<file path="config.mk">
export PLATFORM = sky130hd
export DESIGN_NAME = motor_command_frame_encoder_unit
export DESIGN_NICKNAME = d
export VERILOG_FILES = /design/src/rtl/core/mcfe_pkg.sv /design/src/rtl/core/mcfe_front.sv /design/src/rtl/core/mcfe_queue.sv /design/src/rtl/core/mcfe_back.sv /design/src/rtl/core/motor_command_frame_encoder_unit.sv
export SDC_FILE = /design/constraint.sdc
export NUM_CORES = 1
export LEC_CHECK = 0
export ABC_CLOCK_PERIOD_IN_PS = 2800
export BUFFER_PORTS_ARGS = -buffer_cell sky130_fd_sc_hd__buf_4
export CORE_AREA = 3 3 133 135
export DETAILED_ROUTE_END_ITERATION = 10
export DIE_AREA = 0 0 136 138
export GPL_ROUTABILITY_DRIVEN = 0
export HOLD_SLACK_MARGIN = 0.12
export SLEW_MARGIN = 40
export SYNTH_ARGS = -nofsm -noshare
export SYNTH_HDL_FRONTEND = slang
export SYNTH_HIERARCHICAL = 1
export SYNTH_SLANG_ARGS = --single-unit
export TNS_END_PERCENT = 100
</file>
<file path="constraint.sdc">
create_clock -name clk -period 2.8 [get_ports clk]
set_input_delay 0.56 -clock clk [delete_from_list [all_inputs] [get_ports clk]]
set_output_delay 0.56 -clock clk [all_outputs]
set_load 0.005 [all_outputs]
</file>
<file path="src/rtl/core/mcfe_pkg.sv">
`default_nettype none

package mcfe_pkg;

    // Request codes on req_type
    localparam logic [1:0] REQ_INIT  = 2'd0;
    localparam logic [1:0] REQ_DRIVE = 2'd1;
    localparam logic [1:0] REQ_BRAKE = 2'd2;

    // Configuration register indexes
    localparam int unsigned CFG_IDX_W = 1;
    localparam logic [CFG_IDX_W-1:0] REG_PULSES_PER_REV = 1'b0;
    localparam logic [CFG_IDX_W-1:0] REG_PWM_FREQUENCY  = 1'b1;

    // Register reset values
    localparam logic [15:0] PULSES_PER_REV_RST = 16'd2496;
    localparam logic [15:0] PWM_FREQUENCY_RST  = 16'd20000;

    // Frame bytes and opcodes
    localparam logic [7:0] HDR0       = 8'hAA;
    localparam logic [7:0] HDR1       = 8'h55;
    localparam logic [7:0] OP_INIT    = 8'h01;
    localparam logic [7:0] OP_CONFIG  = 8'h02;
    localparam logic [7:0] OP_BRAKE   = 8'h12;
    localparam logic [7:0] OP_SPEEDS  = 8'h13;
    localparam logic [7:0] BRAKE_BOTH = 8'h02;

    // Speed saturation limits
    localparam logic signed [15:0] SPEED_MAX = 16'sd255;
    localparam logic signed [15:0] SPEED_MIN = -16'sd255;

    // Byte index inside one job, up to fourteen bytes
    localparam int unsigned IDX_W = 4;

    // Job lengths in bytes
    localparam logic [IDX_W-1:0] LEN_INIT  = 4'd14;
    localparam logic [IDX_W-1:0] LEN_DRIVE = 4'd9;
    localparam logic [IDX_W-1:0] LEN_BRAKE = 4'd6;
    // Bytes in the INIT frame ahead of the CONFIG frame
    localparam logic [IDX_W-1:0] INIT_FRAME_LEN = 4'd5;

    typedef enum logic [1:0] {
        JOB_INIT,
        JOB_DRIVE,
        JOB_BRAKE
    } job_kind_t;

    // Classified command handed from front to back
    typedef struct packed {
        job_kind_t   kind;
        logic [15:0] word_a;   // pulses_per_rev or saturated left speed
        logic [15:0] word_b;   // pwm_frequency or saturated right speed
    } job_t;

endpackage

`default_nettype wire

</file>
<file path="src/rtl/core/mcfe_front.sv">
`default_nettype none

module mcfe_front (
    input  wire logic                          clk,
    input  wire logic                          rst_n,
    // command channel
    input  wire logic                          in_valid,
    output logic                               in_ready,
    input  wire logic [1:0]                    req_type,
    input  wire logic signed [15:0]            wheel_speed_l,
    input  wire logic signed [15:0]            wheel_speed_r,
    // configuration writes
    input  wire logic                          cfg_valid,
    output logic                               cfg_ready,
    input  wire logic [mcfe_pkg::CFG_IDX_W-1:0] cfg_index,
    input  wire logic [15:0]                   cfg_data,
    // job push toward the queue
    output logic                               push_valid,
    input  wire logic                          push_ready,
    output mcfe_pkg::job_t                     push_job
);

    logic [15:0] pulses_per_rev_reg;
    logic [15:0] pwm_frequency_reg;
    logic        link_ready_reg;
    logic        link_ready_next;
    logic        accept;
    logic        emits;

    function automatic logic [15:0] sat_speed(input logic signed [15:0] v);
        logic [15:0] r;
        if (v > mcfe_pkg::SPEED_MAX) begin
            r = mcfe_pkg::SPEED_MAX;
        end else if (v < mcfe_pkg::SPEED_MIN) begin
            r = mcfe_pkg::SPEED_MIN;
        end else begin
            r = v;
        end
        return r;
    endfunction

    // Registers take writes at any time
    assign cfg_ready = 1'b1;

    always_ff @(posedge clk or negedge rst_n) begin
        if (!rst_n) begin
            pulses_per_rev_reg <= mcfe_pkg::PULSES_PER_REV_RST;
            pwm_frequency_reg  <= mcfe_pkg::PWM_FREQUENCY_RST;
        end else if (cfg_valid && cfg_ready) begin
            case (cfg_index)
                mcfe_pkg::REG_PULSES_PER_REV: pulses_per_rev_reg <= cfg_data;
                mcfe_pkg::REG_PWM_FREQUENCY:  pwm_frequency_reg  <= cfg_data;
                default: ;
            endcase
        end
    end

    // Accept a transaction whenever the queue has room; drop silent ones
    assign in_ready = push_ready;
    assign accept   = in_valid && in_ready;

    // Classify the request and build the job
    always_comb begin
        emits           = 1'b0;
        link_ready_next = link_ready_reg;
        push_job.kind   = mcfe_pkg::JOB_INIT;
        push_job.word_a = pulses_per_rev_reg;
        push_job.word_b = pwm_frequency_reg;
        case (req_type)
            mcfe_pkg::REQ_INIT: begin
                emits = 1'b1;
                if (accept) begin
                    link_ready_next = 1'b1;
                end
            end
            mcfe_pkg::REQ_DRIVE: begin
                emits           = link_ready_reg;
                push_job.kind   = mcfe_pkg::JOB_DRIVE;
                push_job.word_a = sat_speed(wheel_speed_l);
                push_job.word_b = sat_speed(wheel_speed_r);
            end
            mcfe_pkg::REQ_BRAKE: begin
                emits         = link_ready_reg;
                push_job.kind = mcfe_pkg::JOB_BRAKE;
            end
            default: ;
        endcase
    end

    assign push_valid = in_valid && emits;

    always_ff @(posedge clk or negedge rst_n) begin
        if (!rst_n) begin
            link_ready_reg <= 1'b0;
        end else begin
            link_ready_reg <= link_ready_next;
        end
    end

endmodule

`default_nettype wire

</file>
<file path="src/rtl/core/mcfe_queue.sv">
`default_nettype none

module mcfe_queue #(
    parameter int unsigned DEPTH = 2
) (
    input  wire logic           clk,
    input  wire logic           rst_n,
    input  wire logic           push_valid,
    output logic                push_ready,
    input  wire mcfe_pkg::job_t push_job,
    output logic                pop_valid,
    input  wire logic           pop_take,
    output mcfe_pkg::job_t      pop_job
);

    localparam int unsigned PTR_W = (DEPTH > 1) ? $clog2(DEPTH) : 1;
    localparam int unsigned CNT_W = $clog2(DEPTH + 1);

    mcfe_pkg::job_t    slots [DEPTH];
    logic [PTR_W-1:0]  wr_ptr_reg;
    logic [PTR_W-1:0]  rd_ptr_reg;
    logic [CNT_W-1:0]  count_reg;
    logic              do_push;
    logic              do_pop;

    function automatic logic [PTR_W-1:0] ptr_inc(input logic [PTR_W-1:0] p);
        return (p == PTR_W'(DEPTH - 1)) ? '0 : p + 1'b1;
    endfunction

    assign push_ready = (count_reg != CNT_W'(DEPTH));
    assign pop_valid  = (count_reg != '0);
    assign pop_job    = slots[rd_ptr_reg];
    assign do_push    = push_valid && push_ready;
    assign do_pop     = pop_take && pop_valid;

    // Store the pushed job
    always_ff @(posedge clk) begin
        if (do_push) begin
            slots[wr_ptr_reg] <= push_job;
        end
    end

    // Advance pointers and occupancy
    always_ff @(posedge clk or negedge rst_n) begin
        if (!rst_n) begin
            wr_ptr_reg <= '0;
            rd_ptr_reg <= '0;
            count_reg  <= '0;
        end else begin
            if (do_push) begin
                wr_ptr_reg <= ptr_inc(wr_ptr_reg);
            end
            if (do_pop) begin
                rd_ptr_reg <= ptr_inc(rd_ptr_reg);
            end
            case ({do_push, do_pop})
                2'b10:   count_reg <= count_reg + 1'b1;
                2'b01:   count_reg <= count_reg - 1'b1;
                default: ;
            endcase
        end
    end

    a_count_bound: assert property (@(posedge clk) disable iff (!rst_n)
        count_reg <= CNT_W'(DEPTH))
        else $error("queue occupancy above depth");

endmodule

`default_nettype wire

</file>
<file path="src/rtl/core/mcfe_back.sv">
`default_nettype none

module mcfe_back (
    input  wire logic           clk,
    input  wire logic           rst_n,
    // job from the queue
    input  wire logic           pop_valid,
    output logic                pop_take,
    input  wire mcfe_pkg::job_t pop_job,
    // byte stream
    output logic                out_valid,
    input  wire logic           out_ready,
    output logic [7:0]          tx_byte,
    output logic                last_byte
);

    mcfe_pkg::job_t                 job_reg;
    logic                           busy_reg;
    logic                           busy_next;
    logic [mcfe_pkg::IDX_W-1:0]     idx_reg;
    logic [mcfe_pkg::IDX_W-1:0]     idx_next;
    logic                           out_valid_reg;
    logic                           out_valid_next;
    logic [7:0]                     out_byte_reg;
    logic                           out_last_reg;
    logic                           advance;
    logic                           is_last;

    function automatic logic [mcfe_pkg::IDX_W-1:0] job_len(input mcfe_pkg::job_kind_t k);
        logic [mcfe_pkg::IDX_W-1:0] n;
        case (k)
            mcfe_pkg::JOB_INIT:  n = mcfe_pkg::LEN_INIT;
            mcfe_pkg::JOB_DRIVE: n = mcfe_pkg::LEN_DRIVE;
            mcfe_pkg::JOB_BRAKE: n = mcfe_pkg::LEN_BRAKE;
            default:             n = mcfe_pkg::LEN_BRAKE;
        endcase
        return n;
    endfunction

    // Pick one byte of the job's frame stream
    function automatic logic [7:0] frame_byte(input mcfe_pkg::job_t j,
                                              input logic [mcfe_pkg::IDX_W-1:0] idx);
        logic [7:0]                 op;
        logic [7:0]                 len;
        logic [31:0]                pl;
        logic [mcfe_pkg::IDX_W-1:0] off;
        logic [7:0]                 chk;
        logic [7:0]                 pb;
        logic [mcfe_pkg::IDX_W-1:0] pidx;
        logic [7:0]                 b;
        off = idx;
        case (j.kind)
            mcfe_pkg::JOB_INIT: begin
                if (idx < mcfe_pkg::INIT_FRAME_LEN) begin
                    op  = mcfe_pkg::OP_INIT;
                    len = 8'd0;
                    pl  = 32'd0;
                end else begin
                    op  = mcfe_pkg::OP_CONFIG;
                    len = 8'd4;
                    pl  = {j.word_a, j.word_b};
                    off = idx - mcfe_pkg::INIT_FRAME_LEN;
                end
            end
            mcfe_pkg::JOB_DRIVE: begin
                op  = mcfe_pkg::OP_SPEEDS;
                len = 8'd4;
                pl  = {j.word_a, j.word_b};
            end
            default: begin
                op  = mcfe_pkg::OP_BRAKE;
                len = 8'd1;
                pl  = {mcfe_pkg::BRAKE_BOTH, 24'd0};
            end
        endcase
        chk  = op ^ len ^ pl[31:24] ^ pl[23:16] ^ pl[15:8] ^ pl[7:0];
        pidx = off - 4'd4;
        case (pidx[1:0])
            2'd0:    pb = pl[31:24];
            2'd1:    pb = pl[23:16];
            2'd2:    pb = pl[15:8];
            default: pb = pl[7:0];
        endcase
        case (off)
            4'd0:    b = mcfe_pkg::HDR0;
            4'd1:    b = mcfe_pkg::HDR1;
            4'd2:    b = op;
            4'd3:    b = len;
            default: b = ({4'd0, off} < len + 8'd4) ? pb : chk;
        endcase
        return b;
    endfunction

    // Produce a byte when the output register is free or being drained
    assign advance  = busy_reg && (!out_valid_reg || out_ready);
    assign is_last  = (idx_reg == job_len(job_reg.kind) - 1'b1);
    assign pop_take = pop_valid && (!busy_reg || (advance && is_last));

    always_comb begin
        busy_next      = busy_reg;
        idx_next       = idx_reg;
        out_valid_next = out_valid_reg;
        if (out_ready) begin
            out_valid_next = 1'b0;
        end
        if (advance) begin
            out_valid_next = 1'b1;
            if (is_last) begin
                busy_next = 1'b0;
            end else begin
                idx_next = idx_reg + 1'b1;
            end
        end
        if (pop_take) begin
            busy_next = 1'b1;
            idx_next  = '0;
        end
    end

    always_ff @(posedge clk or negedge rst_n) begin
        if (!rst_n) begin
            busy_reg      <= 1'b0;
            idx_reg       <= '0;
            out_valid_reg <= 1'b0;
        end else begin
            busy_reg      <= busy_next;
            idx_reg       <= idx_next;
            out_valid_reg <= out_valid_next;
        end
    end

    // Hold job and output payload
    always_ff @(posedge clk) begin
        if (pop_take) begin
            job_reg <= pop_job;
        end
        if (advance) begin
            out_byte_reg <= frame_byte(job_reg, idx_reg);
            out_last_reg <= is_last;
        end
    end

    assign out_valid = out_valid_reg;
    assign tx_byte   = out_byte_reg;
    assign last_byte = out_last_reg;

    a_idx_in_range: assert property (@(posedge clk) disable iff (!rst_n)
        busy_reg |-> (idx_reg < job_len(job_reg.kind)))
        else $error("byte index past job length");

    a_first_is_header: assert property (@(posedge clk) disable iff (!rst_n)
        advance && (idx_reg == '0) |=> (out_byte_reg == mcfe_pkg::HDR0) && out_valid_reg)
        else $error("frame does not open with header byte");

    a_last_restarts: assert property (@(posedge clk) disable iff (!rst_n)
        out_valid_reg && out_last_reg |-> !busy_reg || (idx_reg == '0))
        else $error("job still running after its final byte");

endmodule

`default_nettype wire

</file>
<file path="src/rtl/core/motor_command_frame_encoder_unit.sv">
// An accepted command passes the job queue and the back end's job register; its
// first byte then enters the output register. Bytes leave one per cycle while
// out_ready holds: init 14 bytes, drive 9, brake 6, and jobs stream with no gap.
// Commands that emit nothing (drive or brake before init, code 3) make no job.
// Reset (rst_n, async, low) clears link_ready, the job queue and the byte stream,
// and loads pulses_per_rev = 2496 and pwm_frequency = 20000.
`default_nettype none

module motor_command_frame_encoder_unit #(
    parameter int unsigned QUEUE_DEPTH = 2
) (
    input  wire logic                           clk,
    input  wire logic                           rst_n,
    // command channel
    input  wire logic                           in_valid,
    output logic                                in_ready,
    input  wire logic [1:0]                     req_type,
    input  wire logic signed [15:0]             wheel_speed_l,
    input  wire logic signed [15:0]             wheel_speed_r,
    // byte channel
    output logic                                out_valid,
    input  wire logic                           out_ready,
    output logic [7:0]                          tx_byte,
    output logic                                last_byte,
    // configuration channel
    input  wire logic                           cfg_valid,
    output logic                                cfg_ready,
    input  wire logic [mcfe_pkg::CFG_IDX_W-1:0] cfg_index,
    input  wire logic [15:0]                    cfg_data
);

    logic           push_valid;
    logic           push_ready;
    mcfe_pkg::job_t push_job;
    logic           pop_valid;
    logic           pop_take;
    mcfe_pkg::job_t pop_job;

    // Accept and classify commands
    mcfe_front u_front (
        .clk          (clk),
        .rst_n        (rst_n),
        .in_valid     (in_valid),
        .in_ready     (in_ready),
        .req_type     (req_type),
        .wheel_speed_l(wheel_speed_l),
        .wheel_speed_r(wheel_speed_r),
        .cfg_valid    (cfg_valid),
        .cfg_ready    (cfg_ready),
        .cfg_index    (cfg_index),
        .cfg_data     (cfg_data),
        .push_valid   (push_valid),
        .push_ready   (push_ready),
        .push_job     (push_job)
    );

    // Buffer jobs between front and back
    mcfe_queue #(
        .DEPTH(QUEUE_DEPTH)
    ) u_queue (
        .clk       (clk),
        .rst_n     (rst_n),
        .push_valid(push_valid),
        .push_ready(push_ready),
        .push_job  (push_job),
        .pop_valid (pop_valid),
        .pop_take  (pop_take),
        .pop_job   (pop_job)
    );

    // Serialize frames one byte per cycle while out_ready holds
    mcfe_back u_back (
        .clk      (clk),
        .rst_n    (rst_n),
        .pop_valid(pop_valid),
        .pop_take (pop_take),
        .pop_job  (pop_job),
        .out_valid(out_valid),
        .out_ready(out_ready),
        .tx_byte  (tx_byte),
        .last_byte(last_byte)
    );

endmodule

`default_nettype wire
</file>
==> parameters.txt, run 1 <==
Parameter                              Value

STA
  Final number of setup-violating endpoints    0
  Crit share post-route    0.910
  Max-slew violation count    0
  Minimum period implied by the final worst setup slack    2.55 ns
  Rel. slew slack    0.515
  Clock tree skew after final layout    0.0146 ns
  Hold Vio Cnt, Final    0
  Sum of negative setup slack    0 ns
  Setup repair after global routing missed its margin    no
  Achievable frequency    393 MHz
  Final worst setup slack    0.253 ns
  Transition time of the tightest slew-check pin    0.726 ns

Clock tree
  Quantity of gates resized following cts    0
  Hold-fix buffers at CTS    0
  Post-CTS setup-driven buffer insertion count    0
  Clock tree root buffer cell    sky130_fd_sc_hd__clkbuf_16
  Num CTS Buffers    17
  CTS H-Tree Depth    4
  Buffer levels on the longest clock path    2
  TritonCTS clock tree    built
  Clock-pin slew reported for the worst setup and hold paths after clock tree synthesis    0.07 ns
  Sink Count    154
  Insertion delay of the later-clocked pin in the worst-skew pair    0.43 ns

Logic synthesis
  Synthesized area    7450 um2
  Most area-hungry cell type in the Yosys netlist    sky130_fd_sc_hd__edfxtp_1
  Number of flops mapped to enable cells by yosys    111
  Warnings, synthesis    6
  Post-synth cell types    67
  Proportion of netlist area held by the largest area contributor    0.448
  Most used flip-flop cell after synthesis    sky130_fd_sc_hd__edfxtp_1
  Avg Inst Size Synth    13.0 um2
  Cells taking the most area after synthesis    sky130_fd_sc_hd__edfxtp_1 45%, sky130_fd_sc_hd__dfrtp_1 11%, sky130_fd_sc_hd__mux2_2 9.7%
  Proportion of synthesized chip area in sequential cells    0.594
  Flops & latches, synth    154
  Mapped Cells    572
  Proportion of register bits with asynchronous set or reset after synthesis    0.279
  Post-synthesis net count    639

Hold path
  Class of the most critical hold timing path    primary input to asynchronous set/reset pin

Power and ir drop
  Worst voltage drop across the vdd grid    0.468 mV
  Total leakage power    3.21 nW
  Power density over the cells    891 nW/um2

Run
  Maximum capacitance violations    0

Drt
  Antenna-violating nets left    0
  1st-pass router iterations    5
  Overall via count from detail_route    4768
  DR iter-0 viols    376
  Wire length after detailed routing    15300 um
  Number of DRC violations after detailed routing    0
  Via-per-instance ratio    5.47
  Average wire length per cell after detail routing    17.6 um

Finish
  Reg area    4420 um2
  Flip-flop count of the largest register after layout    68
  Relative area change from synthesis to final layout    17.4%
  Nets    705
  Fraction of layout cells with a size suffix above 1    0.316
  Total inserted antenna cells    0
  Layout filler cell count    1407
  Total area of multi-input combinational cells    2750 um2

Worst setup path
  Critical Setup Path Class    flip-flop to flip-flop
  Internal reg-to-reg setup slack    0.25 ns
  Maximum fanout encountered on the critical timing path    11
  Category of the worst setup path launch point    flip-flop
  Arr. time, crit path    2.70 ns
  Cell breakdown of the critical path    inv_1, ha_1, nand2b_1, a21boi_2, mux2i_2, a21oi_1, o21ai_1, o221ai_1
  Buffers & Inverters on Critical Path    1
  Slowest CP cell    sky130_fd_sc_hd__a21boi_2
  Max incr delay on CP    0.49 ns
  Worst Setup End Kind    flip-flop
  Required time of the worst setup path    2.95 ns
  Crit-path leading delay family    compound AO/OA/AOI/OAI gates

Floorplan
  Starting density of the core    0.449
  Die Y-Extent    138 um
  Die Area    18800 um2
  Num ports    68
  Floorplan Core Area    16600 um2
  Die span in x    136 um
  Number of core rows    47

Global routing
  Global-route wire length before repair    24700 um
  Busiest grt layer    met2
  Initial antenna violation count    0
  Total gr overflow    0
  All-Layer GR Usage    0.169
  Maximum number of pins on one net before global-route repair    44
  Met2 Usage GRT    0.253
  Met1 track utilization from global routing    0.237
  GR Layer Usage met3    0.0447
  Vias in the first global route    4728

Outcome
  Outcome    finished clean

Placed design
  Count of buffers inserted at the top-level ports    66
  Detail Placement HPWL    11100 um
  Placement-stage worst setup slack    0.320 ns
-- cell type report --
type | count | share of cell area
Clock inverter | 13 | 0.0133
Clock buffer | 19 | 0.0531
Sequential cell | 154 | 0.506
Inverter | 20 | 0.00859
Tap cell | 220 | 0.0315
Timing Repair Buffer | 80 | 0.0730
Multi-Input combinational cell | 365 | 0.315
-- where the power goes --
part	leakage, nW	total [W]	switching [W]	internal [W]
Sequential	1.51	0.00319	0.000194	0.00300
Clock	0.292	0.00222	0.000973	0.00125
Combinational	1.42	0.00238	0.00131	0.00107
Total	3.21	0.00779	0.00247	0.00532
-- placed cells by master (no fill, tap or decap), drive strengths merged, types with 7 or more instances in the layout --
cell | synthesis | layout
nand2b | 16 | 16
ha | 11 | 11
dfrtp | 34 | 34
dfstp | 9 | 9
a21oi | 18 | 18
mux2 | 66 | 66
o21ai | 17 | 17
buf | 25 | 80
edfxtp | 111 | 111
a31oi | 14 | 14
nand3 | 7 | 7
xnor2 | 28 | 28
nor2 | 56 | 56
a211oi | 20 | 20
clkbuf | 8 | 19
nand2 | 28 | 28
inv | 20 | 32
o221ai | 12 | 12
-- logic make-up (layout without fill, tap and decap cells) --
| logic type | count (synthesis) | after routing | share of synthesized area |
|---|---|---|---|
| DFF | 154 | 154 | 0.594 |
| and+or+nand+nor | 140 | 140 | 0.0929 |
| AOI/OAI and AO/OA | 110 | 110 | 0.108 |
| muxes | 70 | 70 | 0.110 |
| buffers and inverters | 53 | 132 | 0.0375 |
| xor gates and xnor gates | 33 | 33 | 0.0388 |
| adders and majority gates | 11 | 11 | 0.0185 |
| other | 1 | 1 | 0.000504 |
-- worst register-to-register path: cells and delay by family, from the launching register on --
| kind | cells | cell delay, ns |
|---|---|---|
| adders and majority gates | 1 | 0.26 |
| buffers and inverters | 1 | 0.07 |
| and+or+nand+nor | 1 | 0.21 |
| AOI/OAI and AO/OA | 4 | 0.87 |
| muxes | 1 | 0.48 |
| DFF | 1 | 0.39 |
-- Yosys cell counts (all sizes together) (2+ instances only) --
cell     count
dfrtp       34
nand4        6
a22oi        2
a211oi      20
nor4         5
mux4         2
and2         3
o21ai       17
buf         25
o221ai      12
or4          2
inv         20
mux2        66
nand2b      16
a21o         4
ha          11
clkbuf       8
mux2i        2
nor2        56
edfxtp     111
nand3        7
a21boi       2
a22o         3
a31oi       14
nand2       28
a211o        2
nor3b        3
dfstp        9
a21oi       18
o211ai       2
xor2         5
o2111ai      2
xnor2       28
nor2b        6
nor3         2
-- per-layer routing --
metal	wire length, um	part of all wire
met1	7050	0.46
met2	7200	0.47
met3	789	0.051
met4	298	0.019
met5	0	0
-- final timing paths --
kind / start / to / cells past startpoint
min in group clk: cfg_data[8] / u_front/pulses_per_rev_reg[8] / 2
worst max-delay path: u_back/idx_reg[0] / u_back/tx_byte[7] / 8
worst max register to register: u_back/idx_reg[0] / u_back/tx_byte[7] / 8
max in group asynchronous: rst_n / u_back/idx_reg[0] / 1
worst min-delay path: rst_n / u_front/pulses_per_rev_reg[9] / 1
worst min register to register: u_front/link_ready_reg / u_front/link_ready_reg / 1
-- metrics by stage --
step	hold slack, ns	power [W]	instance area [um2]	std cells	util
after floorplan	0.264	0.00499	7450	572	-
after global placement	0.449	0.00557	8160	839	0.492
after detailed placement	0.460	0.00560	8160	839	0.492
after CTS	0.132	0.00784	8740	871	0.527
after global routing	0.143	0.00821	8740	871	0.527
final	0.115	0.00779	8740	871	0.527
Power figures use the tool's default switching activity.
==> run 2: changes to the inputs <==
--- a/config.mk
+++ b/config.mk
@@ -12,6 +12,7 @@
 export DIE_AREA = 0 0 136 138
 export GPL_ROUTABILITY_DRIVEN = 0
 export HOLD_SLACK_MARGIN = 0.12
+export PLACE_DENSITY = 0.63
 export SLEW_MARGIN = 40
 export SYNTH_ARGS = -nofsm -noshare
 export SYNTH_HDL_FRONTEND = slang
==> parameters.txt, run 2 (synthesis results as in run 1) <==
Parameter                              Value

Worst setup path
  Internal reg-to-reg setup slack    0.40 ns (+0.15 ns)
  Buffers & Inverters on Critical Path    1 (unchanged)
  Source of the worst register-to-register timing path    u_back/job_reg[33]
  FF-to-FF path depth    6 (-2)
  Max incr delay on CP    0.54 ns (+0.05 ns)
  Category of the worst setup path launch point    flip-flop
  Arr. time, crit path    2.46 ns (-0.24 ns)
  Worst Setup End Kind    flip-flop
  Cell breakdown of the critical path    or4b_1, o21ai_1, nand3_1, o21ai_1, and2_1, buf_4
  R2r endpoint    u_back/job_reg[26]
  Slowest CP cell    sky130_fd_sc_hd__or4b_1
  Required time of the worst setup path    2.86 ns (-0.09 ns)
  Maximum fanout encountered on the critical timing path    38 (+27)
  Critical path's most frequent cell    sky130_fd_sc_hd__o21ai_1
  Critical Setup Path Class    flip-flop to flip-flop
  Crit-path leading delay family    simple AND/OR/NAND/NOR gates

Floorplan
  Die Area    18800 um2 (unchanged)
  Floorplan Core Area    16600 um2 (unchanged)
  Num ports    68 (unchanged)
  Number of core rows    47 (unchanged)
  Die span in x    136 um (unchanged)
  Die Y-Extent    138 um (unchanged)
  Starting density of the core    0.449 (unchanged)

Clock tree
  Hold-fix buffers at CTS    0 (unchanged)
  CTS H-Tree Depth    4 (unchanged)
  Post-CTS setup-driven buffer insertion count    0 (unchanged)
  Sink Count    154 (unchanged)
  TritonCTS clock tree    built
  Clock tree root buffer cell    sky130_fd_sc_hd__clkbuf_16
  Num CTS Buffers    17 (unchanged)
  Clock-pin slew reported for the worst setup and hold paths after clock tree synthesis    0.07 ns (about the same)
  Insertion delay of the later-clocked pin in the worst-skew pair    0.42 ns (about the same)
  Buffer levels on the longest clock path    2 (unchanged)
  Quantity of gates resized following cts    0 (unchanged)

Global routing
  All-Layer GR Usage    0.169 (+0.000538)
  Global-route wire length before repair    24600 um (-0.22%)
  Initial antenna violation count    0 (unchanged)
  Total gr overflow    0 (unchanged)
  Maximum number of pins on one net before global-route repair    44 (unchanged)
  Vias in the first global route    4781 (+1.1%)

Power and ir drop
  Power consumption    0.00794 W (+1.9%)
  Worst voltage drop across the vdd grid    0.467 mV (-0.29%)
  Power density over the cells    900 nW/um2 (+0.95%)
  Total leakage power    3.26 nW (+1.4%)

Finish
  Commonest non-fill, non-tap cell in the layout    sky130_fd_sc_hd__edfxtp_1
  Relative area change from synthesis to final layout    18.5%
  Total inserted antenna cells    0 (unchanged)
  Fin util    0.532 (+0.00475)
  Top library cells by usage in the layout, fill and taps aside    111 x sky130_fd_sc_hd__edfxtp_1, 83 x sky130_fd_sc_hd__buf_4, 64 x sky130_fd_sc_hd__mux2_2
  Reg area    4420 um2 (unchanged)
  Fraction of layout cells with a size suffix above 1    0.322 (+0.00521)
  Flip-flop count of the largest register after layout    68 (unchanged)
  Layout filler cell count    1404 (-0.21%)
  Nets    710 (+0.71%)
  Total area of multi-input combinational cells    2750 um2 (unchanged)

STA
  Crit share post-route    0.858 (-0.0519)
  Minimum period implied by the final worst setup slack    2.40 ns (-0.145 ns)
  Achievable frequency    416 MHz (+6.0%)
  Sum of negative setup slack    0 ns (unchanged)
  Transition time of the tightest slew-check pin    0.704 ns (-0.0225 ns)
  Setup repair after global routing missed its margin    no
  Hold Vio Cnt, Final    0 (unchanged)
  Rel. slew slack    0.530 (+0.0150)
  Hold Slack    0.123 ns (+0.00789 ns)
  Max-slew violation count    0 (unchanged)
  Clock tree skew after final layout    0.0106 ns (-0.00400 ns)
  Final number of setup-violating endpoints    0 (unchanged)

Drt
  Number of DRC violations after detailed routing    0 (unchanged)
  Average wire length per cell after detail routing    17.5 um (-0.43%)
  1st-pass router iterations    6 (+1)
  Antenna-violating nets left    0 (unchanged)
  DR iter-0 viols    468 (+24%)
  Via-per-instance ratio    5.44 (-0.70%)
  Overall via count from detail_route    4762 (-0.13%)
  Wire length after detailed routing    15400 um (+0.14%)

Placed design
  Detail Placement HPWL    11200 um (+1.0%)
  Count of buffers inserted at the top-level ports    66 (unchanged)

Hold path
  Class of the most critical hold timing path    primary input to asynchronous set/reset pin

Outcome
  Outcome    finished clean

Run
  Maximum capacitance violations    0 (unchanged)
==> run 2: changes by cell type in the layout (fill, tap and decap cells not counted) <==
| cell | change |
|---|---|
| sky130_fd_sc_hd__clkbuf_16 | +3 |
| sky130_fd_sc_hd__buf_4 | +6 |
| sky130_fd_sc_hd__inv_4 | -1 |
| sky130_fd_sc_hd__clkbuf_8 | +1 |
| sky130_fd_sc_hd__inv_8 | -1 |
| sky130_fd_sc_hd__buf_12 | -1 |
| sky130_fd_sc_hd__clkinv_4 | +1 |
| sky130_fd_sc_hd__inv_6 | -3 |
==> run 2: metal layers <==
metal  part of all wire  up-vias  track usage
met2               0.47      168        0.261
li1                   -     2277            -
met1               0.45     2288        0.230
met5                  0        -            0
met3              0.052       29       0.0400
met4              0.027        0       0.0716
==> run 2: worst max path at each step <==
| stage | from | to | cells after the start |
|---|---|---|---|
| 2_1_floorplan | u_back/idx_reg[0] | u_queue/count_reg[1] | 11 |
| 3_3_place_gp | u_back/job_reg[33] | u_back/job_reg[27] | 6 |
| 3_5_place_dp | u_back/job_reg[33] | u_back/job_reg[29] | 6 |
| 4_1_cts | u_back/job_reg[33] | u_back/job_reg[29] | 6 |
| 5_1_grt | u_back/job_reg[33] | u_queue/count_reg[1] | 10 |
| 6_report | u_back/job_reg[33] | u_back/job_reg[26] | 6 |
==> run 2: report_power, final <==
part	internal [W]	total [W]	switching [W]
sequential	0.00300	0.00318	0.000187
clock	0.00142	0.00236	0.000935
combinational	0.00108	0.00239	0.00132
==> run 2: area by class of cell <==
type,count,area share
sequential,154,0.501
multi-input combinational,365,0.312
timing repair buffer,85,0.0752
clock buffer,23,0.0627
tap,220,0.0312
clock inverter,9,0.00922
inverter,20,0.00851
==> run 2: stage by stage <==
stage	std cells	instance area [um2]	setup slack, ns
after floorplan	572	7450	0.162
after global placement	844	8190	0.425
after detailed placement	844	8190	0.393
after CTS	876	8820	0.387
after global routing	876	8820	0.222
final	876	8820	0.398
